## config.mk

```make
export PLATFORM = sky130hd
export DESIGN_NAME = hue_cycle_rgb_generator_core_flat
export DESIGN_NICKNAME = d
export VERILOG_FILES = /design/src/rtl/core/hcrg_pkg.sv /design/src/rtl/core/hcrg_if.sv /design/src/rtl/core/hcrg_csr.sv /design/src/rtl/core/hcrg_front.sv /design/src/rtl/core/hcrg_queue.sv /design/src/rtl/core/hcrg_back.sv /design/src/rtl/core/hue_cycle_rgb_generator_core.sv /design/src/flat_wrapper.sv
export SDC_FILE = /design/constraint.sdc
export NUM_CORES = 2
export LEC_CHECK = 0
export CAP_MARGIN = 20
export CORE_ASPECT_RATIO = 0.5
export CORE_UTILIZATION = 30
export CTS_BUF_LIST = sky130_fd_sc_hd__clkbuf_8
export CTS_CLUSTER_SIZE = 20
export DETAILED_ROUTE_END_ITERATION = 10
export DONT_BUFFER_PORTS = 1
export GPL_ROUTABILITY_DRIVEN = 0
export HOLD_SLACK_MARGIN = 0.03
export SYNTH_ARGS = -nofsm -noshare
export SYNTH_HDL_FRONTEND = slang
export SYNTH_SLANG_ARGS = --single-unit
```

## constraint.sdc

```tcl
create_clock -name clock -period 13.2 [get_ports clock]
set_input_delay 0.66 -clock clock [delete_from_list [all_inputs] [get_ports clock]]
set_output_delay 0.66 -clock clock [all_outputs]
set_load 0.02 [all_outputs]
```

## src/rtl/core/hcrg_pkg.sv

```systemverilog
package hcrg_pkg;

   // Field widths of the transactions and of the speed register.
   localparam int ELAPSED_W = 16;
   localparam int SPEED_W   = 12;
   localparam int COLOR_W   = 8;
   localparam int HUE_W     = 19;

   // Advance in millidegrees: speed times elapsed, at most 4095 * 65535.
   localparam int ADV_W = SPEED_W + ELAPSED_W;

   // Configuration port.
   localparam int CSR_DATA_W = 32;
   localparam int CSR_ADDR_W = 3;
   localparam logic [SPEED_W-1:0] SPEED_RESET = SPEED_W'(60);
   localparam logic               CSR_IDX_SPEED = 1'b0;

   // Hue circle constants in millidegrees.
   localparam logic [HUE_W-1:0] HUE_FULL    = HUE_W'(360000);
   localparam logic [HUE_W-1:0] SECTOR_SPAN = HUE_W'(60000);
   localparam logic [HUE_W-1:0] HALF_SPAN   = HUE_W'(30000);

   // advance / 360000 as (advance * RECIP_FULL) >> FULL_SHIFT, exact for all
   // advance values of ADV_W bits.
   localparam int FULL_SHIFT = 48;
   localparam int RECIP_FULL_W = 30;
   localparam logic [RECIP_FULL_W-1:0] RECIP_FULL = RECIP_FULL_W'(781874936);
   localparam int FULL_PROD_W = ADV_W + RECIP_FULL_W;
   localparam int FULL_QUOT_W = 10;

   // ramp numerator / 60000 as (v * RECIP_SPAN) >> SPAN_SHIFT, exact for
   // numerators up to 60000 * 255 + 30000.
   localparam int RAMP_T_W   = 16;
   localparam int RAMP_NUM_W = 24;
   localparam int SPAN_SHIFT = 40;
   localparam int RECIP_SPAN_W = 25;
   localparam logic [RECIP_SPAN_W-1:0] RECIP_SPAN = RECIP_SPAN_W'(18325194);
   localparam int SPAN_PROD_W = RAMP_NUM_W + RECIP_SPAN_W;

   localparam logic [COLOR_W-1:0] COLOR_FULL = '1;
   localparam logic [COLOR_W-1:0] COLOR_NONE = '0;

   // Queue between the front and the back.
   localparam int Q_DEPTH = 4;
   localparam int Q_PTR_W = $clog2(Q_DEPTH);

   typedef enum logic [2:0] {
      SECTOR_RED_GREEN_UP   = 3'd0,
      SECTOR_GREEN_RED_DOWN = 3'd1,
      SECTOR_GREEN_BLUE_UP  = 3'd2,
      SECTOR_BLUE_GREEN_DOWN = 3'd3,
      SECTOR_BLUE_RED_UP    = 3'd4,
      SECTOR_RED_BLUE_DOWN  = 3'd5
   } sector_type;

   typedef struct packed {
      logic             restart;
      logic [ADV_W-1:0] advance;
   } job_type;

   typedef struct packed {
      logic full;
      logic head_valid;
   } qstat_type;

endpackage

```

## src/rtl/core/hcrg_if.sv

```systemverilog
interface hcrg_req_if;
   logic                           valid;
   logic                           ready;
   logic [hcrg_pkg::ELAPSED_W-1:0] elapsed_ms;
   logic                           restart;

   modport source (output valid, output elapsed_ms, output restart, input ready);
   modport sink   (input valid, input elapsed_ms, input restart, output ready);
endinterface

interface hcrg_rsp_if;
   logic                         valid;
   logic                         ready;
   logic [hcrg_pkg::COLOR_W-1:0] red;
   logic [hcrg_pkg::COLOR_W-1:0] green;
   logic [hcrg_pkg::COLOR_W-1:0] blue;

   modport source (output valid, output red, output green, output blue, input ready);
   modport sink   (input valid, input red, input green, input blue, output ready);
endinterface

```

## src/rtl/core/hcrg_csr.sv

```systemverilog
module hcrg_csr (
   input  logic                            clock,
   input  logic                            reset,
   input  logic                            csr_psel,
   input  logic                            csr_penable,
   input  logic                            csr_pwrite,
   input  logic [hcrg_pkg::CSR_ADDR_W-1:0] csr_paddr,
   input  logic [hcrg_pkg::CSR_DATA_W-1:0] csr_pwdata,
   output logic [hcrg_pkg::CSR_DATA_W-1:0] csr_prdata,
   output logic                            csr_pready,
   output logic [hcrg_pkg::SPEED_W-1:0]    speed
);

   logic [hcrg_pkg::SPEED_W-1:0] speed_ff;
   logic                         reg_idx;
   logic                         wr_en;

   assign csr_pready = 1'b1;
   assign reg_idx    = csr_paddr[2];
   assign wr_en      = csr_psel && csr_penable && csr_pwrite && csr_pready;

   always_ff @(posedge clock) begin
      if (reset) begin
         speed_ff <= hcrg_pkg::SPEED_RESET;
      end else if (wr_en && (reg_idx == hcrg_pkg::CSR_IDX_SPEED)) begin
         speed_ff <= csr_pwdata[hcrg_pkg::SPEED_W-1:0];
      end
   end

   always_comb begin
      if (reg_idx == hcrg_pkg::CSR_IDX_SPEED) begin
         csr_prdata = {{(hcrg_pkg::CSR_DATA_W - hcrg_pkg::SPEED_W){1'b0}}, speed_ff};
      end else begin
         csr_prdata = '0;
      end
   end

   assign speed = speed_ff;

endmodule

```

## src/rtl/core/hcrg_front.sv

```systemverilog
module hcrg_front (
   hcrg_req_if.sink                      req,
   input  logic [hcrg_pkg::SPEED_W-1:0]  speed,
   input  hcrg_pkg::qstat_type           qstat,
   output logic                          push_valid,
   output hcrg_pkg::job_type             push_job
);

   // A restart needs no advance; the back clears the hue instead.
   assign req.ready  = !qstat.full;
   assign push_valid = req.valid && !qstat.full;

   always_comb begin
      push_job.restart = req.restart;
      if (req.restart) begin
         push_job.advance = '0;
      end else begin
         push_job.advance = hcrg_pkg::ADV_W'(speed * req.elapsed_ms);
      end
   end

endmodule

```

## src/rtl/core/hcrg_queue.sv

```systemverilog
module hcrg_queue (
   input  logic                clock,
   input  logic                reset,
   input  logic                push_valid,
   input  hcrg_pkg::job_type   push_job,
   input  logic                pop,
   output hcrg_pkg::qstat_type qstat,
   output hcrg_pkg::job_type   head_job
);

   hcrg_pkg::job_type          entries_ff [hcrg_pkg::Q_DEPTH];
   logic [hcrg_pkg::Q_PTR_W-1:0] wr_ptr_ff, wr_ptr_in;
   logic [hcrg_pkg::Q_PTR_W-1:0] rd_ptr_ff, rd_ptr_in;
   logic [hcrg_pkg::Q_PTR_W:0]   count_ff, count_in;
   logic                         do_push;
   logic                         do_pop;

   assign qstat.full       = (count_ff == (hcrg_pkg::Q_PTR_W+1)'(hcrg_pkg::Q_DEPTH));
   assign qstat.head_valid = (count_ff != '0);
   assign do_push = push_valid && !qstat.full;
   assign do_pop  = pop && qstat.head_valid;
   assign head_job = entries_ff[rd_ptr_ff];

   always_comb begin
      wr_ptr_in = do_push ? wr_ptr_ff + 1'b1 : wr_ptr_ff;
      rd_ptr_in = do_pop  ? rd_ptr_ff + 1'b1 : rd_ptr_ff;
      count_in  = count_ff;
      if (do_push && !do_pop) begin
         count_in = count_ff + 1'b1;
      end else if (do_pop && !do_push) begin
         count_in = count_ff - 1'b1;
      end
   end

   always_ff @(posedge clock) begin
      if (reset) begin
         wr_ptr_ff <= '0;
         rd_ptr_ff <= '0;
         count_ff  <= '0;
      end else begin
         wr_ptr_ff <= wr_ptr_in;
         rd_ptr_ff <= rd_ptr_in;
         count_ff  <= count_in;
      end
   end

   always_ff @(posedge clock) begin
      if (do_push) begin
         entries_ff[wr_ptr_ff] <= push_job;
      end
   end

endmodule

```

## src/rtl/core/hcrg_back.sv

```systemverilog
module hcrg_back (
   input  logic                clock,
   input  logic                reset,
   input  hcrg_pkg::qstat_type qstat,
   input  hcrg_pkg::job_type   head_job,
   output logic                pop,
   hcrg_rsp_if.source          rsp
);

   // Stage valids; the whole line moves when the output slot is free.
   logic advance_en;
   logic v1_ff, v2_ff, v3_ff, v4_ff, v5_ff, v6_ff;

   // Stage 1: quotient product of the advance.
   logic [hcrg_pkg::FULL_PROD_W-1:0] prod1_ff;
   logic [hcrg_pkg::ADV_W-1:0]       adv1_ff;
   logic                             rst1_ff;

   // Stage 2: advance modulo a full turn.
   logic [hcrg_pkg::FULL_QUOT_W-1:0] quot2;
   logic [hcrg_pkg::ADV_W:0]         rem2;
   logic [hcrg_pkg::HUE_W-1:0]       rem2_ff;
   logic                             rst2_ff;

   // Stage 3: the hue accumulator.
   logic [hcrg_pkg::HUE_W:0]   hue_sum;
   logic [hcrg_pkg::HUE_W-1:0] hue_ff, hue_in;

   // Stage 4: sector and ramp distance.
   hcrg_pkg::sector_type          sector4;
   logic [hcrg_pkg::HUE_W-1:0]    base4;
   logic [hcrg_pkg::RAMP_T_W-1:0] frac4;
   hcrg_pkg::sector_type          sector4_ff;
   logic [hcrg_pkg::RAMP_T_W-1:0] t4_ff;

   // Stage 5: rounded ramp product.
   logic [hcrg_pkg::RAMP_NUM_W-1:0]  num5;
   logic [hcrg_pkg::SPAN_PROD_W-1:0] prod5_ff;
   hcrg_pkg::sector_type             sector5_ff;

   // Stage 6: output register.
   logic [hcrg_pkg::COLOR_W-1:0] ramp6;
   logic [hcrg_pkg::COLOR_W-1:0] red_ff, green_ff, blue_ff;

   assign advance_en = !v6_ff || rsp.ready;
   assign pop        = advance_en && qstat.head_valid;

   assign quot2 = prod1_ff[hcrg_pkg::FULL_SHIFT +: hcrg_pkg::FULL_QUOT_W];
   assign rem2  = (hcrg_pkg::ADV_W+1)'(adv1_ff)
                - (hcrg_pkg::ADV_W+1)'(quot2 * hcrg_pkg::HUE_FULL);

   always_comb begin
      hue_sum = {1'b0, hue_ff} + {1'b0, rem2_ff};
      if (rst2_ff) begin
         hue_in = '0;
      end else if (hue_sum >= {1'b0, hcrg_pkg::HUE_FULL}) begin
         hue_in = hcrg_pkg::HUE_W'(hue_sum - {1'b0, hcrg_pkg::HUE_FULL});
      end else begin
         hue_in = hue_sum[hcrg_pkg::HUE_W-1:0];
      end
   end

   always_comb begin
      priority if (hue_ff >= hcrg_pkg::HUE_W'(300000)) begin
         sector4 = hcrg_pkg::SECTOR_RED_BLUE_DOWN;
         base4   = hcrg_pkg::HUE_W'(300000);
      end else if (hue_ff >= hcrg_pkg::HUE_W'(240000)) begin
         sector4 = hcrg_pkg::SECTOR_BLUE_RED_UP;
         base4   = hcrg_pkg::HUE_W'(240000);
      end else if (hue_ff >= hcrg_pkg::HUE_W'(180000)) begin
         sector4 = hcrg_pkg::SECTOR_BLUE_GREEN_DOWN;
         base4   = hcrg_pkg::HUE_W'(180000);
      end else if (hue_ff >= hcrg_pkg::HUE_W'(120000)) begin
         sector4 = hcrg_pkg::SECTOR_GREEN_BLUE_UP;
         base4   = hcrg_pkg::HUE_W'(120000);
      end else if (hue_ff >= hcrg_pkg::SECTOR_SPAN) begin
         sector4 = hcrg_pkg::SECTOR_GREEN_RED_DOWN;
         base4   = hcrg_pkg::SECTOR_SPAN;
      end else begin
         sector4 = hcrg_pkg::SECTOR_RED_GREEN_UP;
         base4   = '0;
      end
      frac4 = hcrg_pkg::RAMP_T_W'(hue_ff - base4);
   end

   // t * 255 + 30000, with the constant product written as a shift and a subtraction.
   assign num5 = (hcrg_pkg::RAMP_NUM_W'(t4_ff) << 8) - hcrg_pkg::RAMP_NUM_W'(t4_ff)
               + hcrg_pkg::RAMP_NUM_W'(hcrg_pkg::HALF_SPAN);
   assign ramp6 = prod5_ff[hcrg_pkg::SPAN_SHIFT +: hcrg_pkg::COLOR_W];

   always_ff @(posedge clock) begin
      if (reset) begin
         v1_ff  <= 1'b0;
         v2_ff  <= 1'b0;
         v3_ff  <= 1'b0;
         v4_ff  <= 1'b0;
         v5_ff  <= 1'b0;
         v6_ff  <= 1'b0;
         hue_ff <= '0;
      end else if (advance_en) begin
         v1_ff <= qstat.head_valid;
         v2_ff <= v1_ff;
         v3_ff <= v2_ff;
         v4_ff <= v3_ff;
         v5_ff <= v4_ff;
         v6_ff <= v5_ff;
         if (v2_ff) begin
            hue_ff <= hue_in;
         end
      end
   end

   always_ff @(posedge clock) begin
      if (advance_en) begin
         prod1_ff <= hcrg_pkg::FULL_PROD_W'(head_job.advance * hcrg_pkg::RECIP_FULL);
         adv1_ff  <= head_job.advance;
         rst1_ff  <= head_job.restart;

         rem2_ff <= rem2[hcrg_pkg::HUE_W-1:0];
         rst2_ff <= rst1_ff;

         sector4_ff <= sector4;
         if (sector4[0]) begin
            t4_ff <= hcrg_pkg::RAMP_T_W'(hcrg_pkg::SECTOR_SPAN) - frac4;
         end else begin
            t4_ff <= frac4;
         end

         prod5_ff   <= hcrg_pkg::SPAN_PROD_W'(num5 * hcrg_pkg::RECIP_SPAN);
         sector5_ff <= sector4_ff;

         unique case (sector5_ff)
            hcrg_pkg::SECTOR_RED_GREEN_UP: begin
               red_ff <= hcrg_pkg::COLOR_FULL; green_ff <= ramp6; blue_ff <= hcrg_pkg::COLOR_NONE;
            end
            hcrg_pkg::SECTOR_GREEN_RED_DOWN: begin
               red_ff <= ramp6; green_ff <= hcrg_pkg::COLOR_FULL; blue_ff <= hcrg_pkg::COLOR_NONE;
            end
            hcrg_pkg::SECTOR_GREEN_BLUE_UP: begin
               red_ff <= hcrg_pkg::COLOR_NONE; green_ff <= hcrg_pkg::COLOR_FULL; blue_ff <= ramp6;
            end
            hcrg_pkg::SECTOR_BLUE_GREEN_DOWN: begin
               red_ff <= hcrg_pkg::COLOR_NONE; green_ff <= ramp6; blue_ff <= hcrg_pkg::COLOR_FULL;
            end
            hcrg_pkg::SECTOR_BLUE_RED_UP: begin
               red_ff <= ramp6; green_ff <= hcrg_pkg::COLOR_NONE; blue_ff <= hcrg_pkg::COLOR_FULL;
            end
            default: begin
               red_ff <= hcrg_pkg::COLOR_FULL; green_ff <= hcrg_pkg::COLOR_NONE; blue_ff <= ramp6;
            end
         endcase
      end
   end

   assign rsp.valid = v6_ff;
   assign rsp.red   = red_ff;
   assign rsp.green = green_ff;
   assign rsp.blue  = blue_ff;

   // The hue never leaves one turn.
   a_hue_range : assert property (@(posedge clock) disable iff (reset)
      hue_ff < hcrg_pkg::HUE_FULL)
      else $error("hue accumulator out of range");

   // A restart that reaches the accumulator clears it.
   a_restart_clears : assert property (@(posedge clock) disable iff (reset)
      (advance_en && v2_ff && rst2_ff) |=> (hue_ff == '0))
      else $error("restart did not clear the hue");

   // A fully saturated color always has one channel at full scale.
   a_full_channel : assert property (@(posedge clock) disable iff (reset)
      rsp.valid |-> (red_ff == hcrg_pkg::COLOR_FULL || green_ff == hcrg_pkg::COLOR_FULL
                     || blue_ff == hcrg_pkg::COLOR_FULL))
      else $error("no channel at full scale");

   // The line does not move while a result waits to be taken.
   a_stall_holds : assert property (@(posedge clock) disable iff (reset)
      (v6_ff && !rsp.ready) |-> !pop)
      else $error("queue popped during output stall");

endmodule

```

## src/rtl/core/hue_cycle_rgb_generator_core.sv

```systemverilog
// Color-cycling generator with a valid/ready request and response channel.
// Each request transaction carries elapsed_ms and restart; each one yields
// exactly one response transaction with red, green and blue, in order.
// The hue advances by speed_dps * elapsed_ms millidegrees per transaction,
// modulo a full turn, or returns to zero on restart. speed_dps sits at byte
// address 0 of the APB-style port and resets to 60 degrees per second.
// Throughput is one transaction per cycle while rsp.ready stays high: the
// hue accumulator is the only loop and closes through its own register;
// the two reciprocal multipliers are pipelined.
// Reset clears the hue, the queue and every pipeline valid; the speed
// register returns to its reset value.
// When the receiver stalls, the back pipeline freezes as a whole, the
// four-entry queue fills, and req.ready drops once it is full.
module hue_cycle_rgb_generator_core (
   input  logic                            clock,
   input  logic                            reset,
   hcrg_req_if.sink                        req,
   hcrg_rsp_if.source                      rsp,
   input  logic                            csr_psel,
   input  logic                            csr_penable,
   input  logic                            csr_pwrite,
   input  logic [hcrg_pkg::CSR_ADDR_W-1:0] csr_paddr,
   input  logic [hcrg_pkg::CSR_DATA_W-1:0] csr_pwdata,
   output logic [hcrg_pkg::CSR_DATA_W-1:0] csr_prdata,
   output logic                            csr_pready
);

   // Current speed from the register block.
   logic [hcrg_pkg::SPEED_W-1:0] speed;

   // The front turns each request into a job: restart flag and advance.
   logic                push_valid;
   hcrg_pkg::job_type   push_job;

   // The queue decouples acceptance from the back pipeline.
   hcrg_pkg::qstat_type qstat;
   hcrg_pkg::job_type   head_job;
   logic                pop;

   hcrg_csr u_csr (
      .clock       (clock),
      .reset       (reset),
      .csr_psel    (csr_psel),
      .csr_penable (csr_penable),
      .csr_pwrite  (csr_pwrite),
      .csr_paddr   (csr_paddr),
      .csr_pwdata  (csr_pwdata),
      .csr_prdata  (csr_prdata),
      .csr_pready  (csr_pready),
      .speed       (speed)
   );

   hcrg_front u_front (
      .req        (req),
      .speed      (speed),
      .qstat      (qstat),
      .push_valid (push_valid),
      .push_job   (push_job)
   );

   hcrg_queue u_queue (
      .clock      (clock),
      .reset      (reset),
      .push_valid (push_valid),
      .push_job   (push_job),
      .pop        (pop),
      .qstat      (qstat),
      .head_job   (head_job)
   );

   // The back reduces the advance, updates the hue and builds the color.
   hcrg_back u_back (
      .clock    (clock),
      .reset    (reset),
      .qstat    (qstat),
      .head_job (head_job),
      .pop      (pop),
      .rsp      (rsp)
   );

endmodule
```

## src/flat_wrapper.sv

```systemverilog
// flat-port wrapper written by rule: the top's interface ports become plain ports
module hue_cycle_rgb_generator_core_flat 
  (clock, reset, csr_psel, csr_penable, csr_pwrite, csr_paddr, csr_pwdata, csr_prdata, csr_pready, req_valid, req_elapsed_ms, req_restart, req_ready, rsp_valid, rsp_red, rsp_green, rsp_blue, rsp_ready);
  hcrg_req_if req_i ();
  hcrg_rsp_if rsp_i ();
  input  logic clock;
  input  logic reset;
  input  logic csr_psel;
  input  logic csr_penable;
  input  logic csr_pwrite;
  input  logic [hcrg_pkg::CSR_ADDR_W-1:0] csr_paddr;
  input  logic [hcrg_pkg::CSR_DATA_W-1:0] csr_pwdata;
  output logic [hcrg_pkg::CSR_DATA_W-1:0] csr_prdata;
  output logic csr_pready;
  input wire logic [$bits(req_i.valid)-1:0] req_valid;
  input wire logic [$bits(req_i.elapsed_ms)-1:0] req_elapsed_ms;
  input wire logic [$bits(req_i.restart)-1:0] req_restart;
  output wire logic [$bits(req_i.ready)-1:0] req_ready;
  output wire logic [$bits(rsp_i.valid)-1:0] rsp_valid;
  output wire logic [$bits(rsp_i.red)-1:0] rsp_red;
  output wire logic [$bits(rsp_i.green)-1:0] rsp_green;
  output wire logic [$bits(rsp_i.blue)-1:0] rsp_blue;
  input wire logic [$bits(rsp_i.ready)-1:0] rsp_ready;
  assign req_i.valid = req_valid;
  assign req_i.elapsed_ms = req_elapsed_ms;
  assign req_i.restart = req_restart;
  assign req_ready = req_i.ready;
  assign rsp_valid = rsp_i.valid;
  assign rsp_red = rsp_i.red;
  assign rsp_green = rsp_i.green;
  assign rsp_blue = rsp_i.blue;
  assign rsp_i.ready = rsp_ready;
  hue_cycle_rgb_generator_core u_core (.clock(clock), .reset(reset), .req(req_i), .rsp(rsp_i), .csr_psel(csr_psel), .csr_penable(csr_penable), .csr_pwrite(csr_pwrite), .csr_paddr(csr_paddr), .csr_pwdata(csr_pwdata), .csr_prdata(csr_prdata), .csr_pready(csr_pready));
endmodule
```

==> metrics.md <==
| Metric | Value |
|---|---|
| Ranking of synthesized cells by area | `fa_1 34%, ha_1 20%, edfxtp_1 15%` |
| Routed vias | `27490` |
| Post-route DRC | `0` |
| CTS buffer count | `49` |
| Drt first-iter violations | `1258` |
| Die width | `543 um` |
| First-pass GRT wire length | `155 mm` |
| RSZ-0062 raised after global routing | `no` |
| CTS H-Tree Depth | `2` |
| Final ANT Viol Nets | `0` |
| MaxCap Viol Count | `0` |
| Tcrit/Tclk final | `81.2%` |
| Top_reg_cell synth | `edfxtp_1` |
| Clk buf depth | `3` |
| CTS tree | `yes` |
| Number of global-route vias before repair | `29152` |
| Nets | `5732` |
| Reg2reg path depth | `33` |
| Number of flops mapped to enable cells by yosys | `220` |
| Gr usage total | `13.1%` |
| Setup-failing EPs final | `0` |
| DP Wirelength | `80.1 mm` |
| Syn_area_per_cell | `10.4 um2` |
| Die H | `273 um` |
| Starting Density | `30.5%` |
| Worst-path clk slew | `0.07 ns` |
| First-pass DRT Iterations | `7` |
| Initial antenna violation count | `1` |
| Post-Route Setup TNS | `0 ns` |
| Top cell type by total area after synthesis | `fa_1` |
| Async S/R FF share, synth | `0%` |
| Port Buffer Count | `0` |
| WHS Path Cells | `1` |
| Required time worst endpoint | `13.60 ns` |
| I/O pin count | `118` |
| Syn Std Cell Area | `43900 um2` |
| Layout area overhead | `7.62%` |
| CP Class | `reg -> reg` |
| Slew @ Worst Pin | `1.13 ns` |
| Critical Path Max Stage Delay | `0.87 ns` |
| Standard-cell row count | `98` |
| Hold crit path type | `in -> reg` |
| Synthesized instance count | `4227` |
| Slew Limit Fails | `0` |
| Post-DR wirelength/cell | `15.1 um` |
| Crit path max fanout | `13` |
| Synth warnings | `0` |
| Synth unique cells | `73` |
| Crit path capture type | `flip-flop` |
| Via density | `4.42` |
| Min Clock Period, post-route | `10.71 ns` |
| Largest net degree at the start of global routing | `57` |
| Most frequent cells in the layout | `1200 x inv_1, 753 x fa_1, 688 x ha_1, 242 x nand2_1, 220 x edfxtp_1` |
| Max frequency | `0.0934 GHz` |
| Yosys top cell area share | `34.3%` |
| Fraction of layout cells with a size suffix above 1 | `3.35%` |
| Worst skew pair latency | `0.66 ns` |
| Relative slew slack | `24.5%` |
| Fill cell total of the finished layout | `14737` |
| Gr ovfl total | `0` |
| Worst Clk Skew | `0.0526 ns` |
| FF/Latch Area | `7530 um2` |
| Critical Path Source Type | `flip-flop` |
| Post-synthesis register bit count | `266` |
| Clk root buf | `clkbuf_8` |
| Placeable core area | `144000 um2` |
| Most common cell after layout, fill and taps aside | `inv_1` |
| Outcome | `finished clean` |
| Sequential area share after synthesis | `17.1%` |
| Final hold viol count | `0` |
| Worst path slowest cell | `xor2_1` |
| CTS sink cnt | `266` |
| Critical path arrival | `11.11 ns` |
| Die area | `148000 um2` |
| Multi-input gate area | `31600 um2` |
| Post-CTS sizing | `0` |
| Final WL | `94.0 mm` |
-- metrics by stage --
step / cell area (um2) / utilization (%) / instances / hold WS [ns] / worst slack [ns]
global route: 47300 / 32.8 / 6221 / 0.0589 / 1.82
CTS: 47300 / 32.8 / 6220 / 0.0331 / 2.45
detailed placement: 46200 / 32.1 / 6130 / 0.405 / 2.47
global placement: 46200 / 32.1 / 6130 / 0.401 / 2.57
floorplan: 44000 / - / 4246 / 0.400 / 3.93
finish: 47300 / 32.8 / 6221 / 0.107 / 2.49
-- sequential cells by signal (all words and copies together) (netlist names), 8 cells and up, named ones only --
signal and count:
u_core.u_queue.entries_ff 116, u_core.u_back.adv1_ff 19, u_core.u_csr.speed 12, u_core.u_back.t4_ff 16, u_core.u_back.rsp.red 8, u_core.u_back.rem2_ff 19
u_core.u_back.rsp.green 8, u_core.u_back.rsp.blue 8, u_core.u_back.prod1_ff 10, u_core.u_back.hue_ff 19, u_core.u_back.prod5_ff 8
-- per-layer routing --
metal,global-route usage (%),wire length [um]
met1,18.0,43600
met3,1.76,3930
met4,3.04,1920
met2,21.8,44600
met5,0,0
-- cells in the mapped netlist (12+ instances only) --
| library cell | instances |
|---|---|
| a211o_1 | 12 |
| a211oi_1 | 16 |
| a21o_1 | 79 |
| a21oi_1 | 108 |
| a31oi_1 | 15 |
| and2_1 | 63 |
| and3_1 | 15 |
| buf_4 | 22 |
| clkbuf_1 | 64 |
| dfxtp_1 | 46 |
| edfxtp_1 | 220 |
| fa_1 | 753 |
| ha_1 | 688 |
| inv_1 | 1189 |
| mux4_2 | 29 |
| nand2_1 | 242 |
| nand2b_1 | 18 |
| nand3_1 | 28 |
| nand4_1 | 19 |
| nor2_1 | 145 |
| nor2b_1 | 35 |
| nor3_1 | 31 |
| o21a_1 | 17 |
| o21ai_0 | 65 |
| xnor2_1 | 92 |
| xor2_1 | 54 |
-- final cells by class --
type	count	area share [%]
Antenna cell	1	0.00529
Sequential cell	266	15.9
Timing Repair Buffer	26	0.418
Multi-Input combinational cell	2700	66.8
Tap cell	1950	5.16
Inverter	1189	9.45
Clock inverter	39	0.778
Clock buffer	50	1.46
-- final timing paths --
check | startpoint | end | slack, ns
min reg2reg | u_core.u_back.adv1_ff[1] | u_core.u_back.rem2_ff[1] | 0.40
min | reset | u_core.u_csr.speed[6] | 0.11
max | u_core.u_back.t4_ff[0] | u_core.u_back.prod5_ff[47] | 2.49
max reg2reg | u_core.u_back.t4_ff[0] | u_core.u_back.prod5_ff[47] | 2.49
-- cells by family (layout without fill, tap and decap cells) --
group	Yosys count	in the layout	synth area share (%)
XOR/XNOR	147	147	2.96
adder cells (fa/ha/maj)	1441	1441	53.9
AO/OA/AOI/OAI	402	402	6.08
multiplexers	40	40	1.74
buffers and inverters	1280	1304	11.1
flip-flops	266	266	17.1
other	2	22	0.0171
AND/OR/NAND/NOR	649	649	7.03
-- worst max-delay path: cells and delay by family (launching register included) --
kind                     cells  cell delay [ns]
AO/OA/AOI/OAI               13             3.35
XOR/XNOR                     3             1.25
adder cells (fa/ha/maj)     10             3.99
buffers and inverters        5             0.65
flip-flops                   1             0.81
AND/OR/NAND/NOR              2             0.45
-- what timing repair did --
item                                    CTS  global route
endpoints found under the hold margin     3             0
hold buffers                              1             0
endpoints found under the setup margin    0             0
setup buffers                             0             0
Power is left out: the tool's default activity adds up to more than one toggle a clock period on the data nets, which glitch-free logic cannot reach.
